<file path="config.mk">
export PLATFORM = sky130hd
export DESIGN_NAME = elsr_ram
export DESIGN_NICKNAME = d
export VERILOG_FILES = /design/src/hdl/elsr_ram.sv
export SDC_FILE = /design/constraint.sdc
export NUM_CORES = 1
export LEC_CHECK = 0
export ABC_CLOCK_PERIOD_IN_PS = 2100
export BUFFER_PORTS_ARGS = -buffer_cell sky130_fd_sc_hd__clkbuf_2
export CORE_MARGIN = 8
export CORE_UTILIZATION = 50
export CTS_CLUSTER_SIZE = 10
export DETAILED_ROUTE_END_ITERATION = 12
export HOLD_SLACK_MARGIN = 0.08
export PLACE_DENSITY = 0.7
export SYNTH_ARGS = -nofsm -noshare
export SYNTH_HDL_FRONTEND = slang
export SYNTH_SLANG_ARGS = --single-unit
</file>
<file path="constraint.sdc">
create_clock -name clk -period 2.1 [get_ports clk]
set_input_delay 0.525 -clock clk [delete_from_list [all_inputs] [get_ports clk]]
set_output_delay 0.525 -clock clk [all_outputs]
set_load 0.02 [all_outputs]
</file>
<file path="src/hdl/elsr_ram.sv">
module elsr_ram #(
	parameter int WIDTH = 8,
	parameter int DEPTH = 16,
	localparam int AW = (DEPTH > 1) ? $clog2(DEPTH) : 1
) (
	input  logic             clk,
	input  logic             wr_en,
	input  logic [AW-1:0]    wr_addr,
	input  logic [WIDTH-1:0] wr_data,
	input  logic             rd_en,
	input  logic [AW-1:0]    rd_addr,
	output logic [WIDTH-1:0] rd_data
);

	logic [WIDTH-1:0] mem_q [DEPTH];

	always_ff @(posedge clk) begin
		if (wr_en) begin
			mem_q[wr_addr] <= wr_data;
		end
		if (rd_en) begin
			rd_data <= mem_q[rd_addr];
		end
	end

endmodule

</file>
# Yosys cells after proc, flatten, opt, wreduce, memory -nomap -nowiden
# Memories as Yosys holds them, arrays and structs flattened. A register that Yosys moved wholly into a read port is not among the register bits.
# Cells that the tools add are included.
[op_classes]
n_addsub = 0
mul = 0
div = 0
order_cmp = 0
eq_ne = 0
n_shift = 0
n_mux = 2
n_bitwise = 0
reduce_logical = 0
[ops]
columns = ["cell", "n"]
rows = [
  ["$mux W1", 2],
]
[totals]
reg_bits = 0
latch_bits = 0
mem_bits_rw = 128
romBits = 0
inputBits = 19
out_inout_bits = 8
elab_cells = 3
mem_count = 1
[memory_table]
columns = ["name", "words", "width", "read_ports", "rd_ports_with_merged_regs", "wr", "line", "source"]
rows = [
  ["mem_q", 16, 8, 1, 1, 1, "15", "logic [WIDTH-1:0] mem_q [DEPTH];"],
]

# Depth between registers and ports, before layout
[logic_depth]
depth_word = 2
depth_mapped = 5

# Worst setup path after synthesis
# No wires, ideal clock.
[synth_timing]
path_kind = "input to register"
startpoint = "in wr_addr[2]"
endpoint = "mem mem_q[0][0], enable pin"
setup_ns = 0.383
t_arrival_ns = 1.635
t_required_ns = 1.717
setup_slack_ns = 0.082
stages = 2
path_buffers = 0
cell_sequence = "or3b_2 > nor3_1"
[synth_lines]
columns = ["item", "line", "source"]
rows = [
  ["start: declaration", "8", "input logic [AW-1:0] wr_addr,"],
  ["end: declaration", "15", ""],
]
# No word-level cell before the write port.

# Worst setup path after layout
[layout_timing]
startpoint = "reg rd_data[5], read port of mem_q"
endpoint = "out rd_data[5]"
[layout_lines]
columns = ["item", "line", "source"]
rows = [
  ["start: declaration", "12", "output logic [WIDTH-1:0] rd_data"],
]
# No word-level cell between the ends.

==> results.ini <==
[run_status]
status = complete, no violations

[layout]
drive_above_1_share = 0.312
final_core_util = 0.612
instances_no_fill = 437
diodes = 0
areaGrowthSynthToFinish_pct = 19.8
final_nets = 307

[global_route]
grt_max_degree = 18
grt_pass1_vias = 2656
grt_use_total = 0.158
grt_pass1_wl_um = 15900
gr-total-overflow = 0
antenna_found_initial = 0

[clocking]
cts_hold_buffers = 0
tritoncts = built
path_clk_slew_ns = 0.05
root_buffer = clkbuf_8
cts.sink_count = 136
post_cts_resized = 0
post_cts_buffers = 0
cts_buffers = 17
cts_buffer_depth = 2
clock_latency_ns = 0.52
cts.htree.levels = 4

[synth]
synthXorXnorAreaFrac = 0
mappedNetlistArea_mm2 = 0.00523
synthesis.nets = 248
ys_ff_latch = 136
synth_top_family_by_area = multiplexers
synth_warnings = 0
yosys.cell_types.count = 18
synth_fa_ha_area_frac = 0
synthMuxAreaShare = 0.148
netlist_instances = 229
synth_compound_area_frac = 0.0230
avgSynthCellArea_um2 = 22.8
synth-simple-area-share = 0.0314
synth-seq-area-share = 0.781

[placement]
dp_cells = 405
dp_hpwl_um = 6530
place_congestion = 0.753
portBuffers = 26

[sta]
hold_viol_final = 0
setup_viol = 0
fin_crit_sh = 0.785
rsz0062_at_grt = no
max_freq_mhz = 607
skew_ns = 0.00561
drv_slew = 0
layout_min_cycle_time_ns = 1.65
worst_slew_pin_slew_ns = 0.488
fin_setup_tns_ns = 0
max-slew-margin-rel = 0.675

[pwr]
powerDensity_mw_per_mm2 = 1020
ir_drop_mv = 0.600
p_leak_nw = 2.15

[detailed_routing]
drt-total-wl_um = 10500
drt_iter0_drc = 233
antenna_left = 0
drtPass1Iterations = 4
route.detailed.drc = 0
vias_per_cell = 5.79
route.vias.total = 2530
wire_per_inst_um = 24.0

[setup_path]
cp.required_ns = 1.57
critPathSlowestCell = edfxtp_1
worst-path-buf-inv = 1
worstSetupStartpoint = rd_data[5]
critPathKind = reg2out
cp_cell_sequence = clkbuf_2
worstPathMaxFanout = 1
cp.arrival_ns = 1.12
cp-start-kind = flop
reg2reg_from = mem_q[11][7]
slowest_delay_ns = 0.42
cp_top_family = flip-flops
critPathCaptureType = primary output

[die]
rows = 37
die_area_mm2 = 0.0140
die_w_um = 118
io_pins = 27
fp.dieH_um = 118
start_util = 0.511
core_region_area_mm2 = 0.0102

[min_path]
hp-class = in2reg
worst_hold_startpoint = rd_en

[job]
cap_violations = 0

[layout by cell type, fill, tap and decap left out]
cell type  count
a22oi_1       16
buf_4         21
edfxtp_1     136
clkbuf_16     16
buf_12         3
nor3_1         4
nor2_1        13
bufinv_16      5
mux4_2        18
mux4_1        14
clkbuf_2      26
clkinv_1       4
and2_1         1
nand2b_1       2
nand2_1        9
and2b_1        1
clkinv_2       3
clkbuf_8       1
nand3_1        1
or3b_2         1
nor2b_1        1
nand3b_1       2
clkbuf_1       3
[Yosys cell counts (all sizes together)]
| cell type | n | area (um^2) |
|---|---|---|
| edfxtp | 136 | 4080 |
| nand3b | 2 | 15.0 |
| mux4 | 32 | 773 |
| buf | 7 | 56.3 |
| and2b | 1 | 7.51 |
| and2 | 1 | 6.26 |
| nand2 | 9 | 33.8 |
| nand3 | 1 | 5.00 |
| or3b | 1 | 8.76 |
| nor2b | 1 | 6.26 |
| nand2b | 2 | 12.5 |
| nor2 | 13 | 48.8 |
| nor3 | 4 | 20.0 |
| a22oi | 16 | 120 |
| clkdlybuf4s25 | 3 | 30.0 |
[final timing paths]
kind / endpoint / slack, ns / cells after the start
setup / recovery: rd_data[5] / 0.45 / 1
hold / removal: rd_data[2] / 0.39 / 1
setup reg to reg: rd_data[7] / 0.53 / 3
hold reg to reg: rd_data[3] / 0.75 / 3
[metal layers]
| layer | track usage | wire [um] | up-vias |
|---|---|---|---|
| met5 | 0 | 0 | - |
| met4 | 0.0737 | 135 | 0 |
| met3 | 0.0509 | 798 | 10 |
| met2 | 0.244 | 5210 | 101 |
| met1 | 0.200 | 4360 | 1322 |
| li1 | - | - | 1097 |
[stage by stage]
stage	hold WS [ns]	setup WS [ns]	power (mW)	area (um^2)
2_1_floorplan	0.624	0.0821	3.30	5230
3_3_place_gp	0.726	0.0130	3.43	5660
3_5_place_dp	0.735	-0.0462	3.44	5660
4_1_cts	0.365	0.404	6.48	6260
5_1_grt	0.389	0.408	6.59	6260
6_report	0.391	0.452	6.41	6260
[logic make-up (layout without fill, tap and decap cells)]
family / count (synthesis) / in the layout
and+or+nand+nor: 35 / 35
muxes: 32 / 32
buffers and inverters: 10 / 82
DFF: 136 / 136
AOI/OAI and AO/OA: 16 / 16
[final cells by class]
| cell class | count | area [um^2] |
|---|---|---|
| Fill cell | 700 | 3970 |
| Timing Repair Buffer | 50 | 348 |
| Clock buffer | 20 | 425 |
| Sequential cell | 136 | 4080 |
| Tap cell | 136 | 170 |
| Multi-Input combinational cell | 83 | 1060 |
| Clock inverter | 12 | 180 |
[registers in the layout, indices dropped and copies added (netlist names)]
name / cells
rd_data: 8
mem_q: 128
[report_power, final]
part           internal, mW  switching (mW)  leakage [nW]
clock network          2.02            1.01         0.297
logic                 0.128           0.176         0.617
registers              3.06          0.0171          1.24
total                  5.21            1.20          2.15
Note: power is estimated with default switching activity, not from simulation.
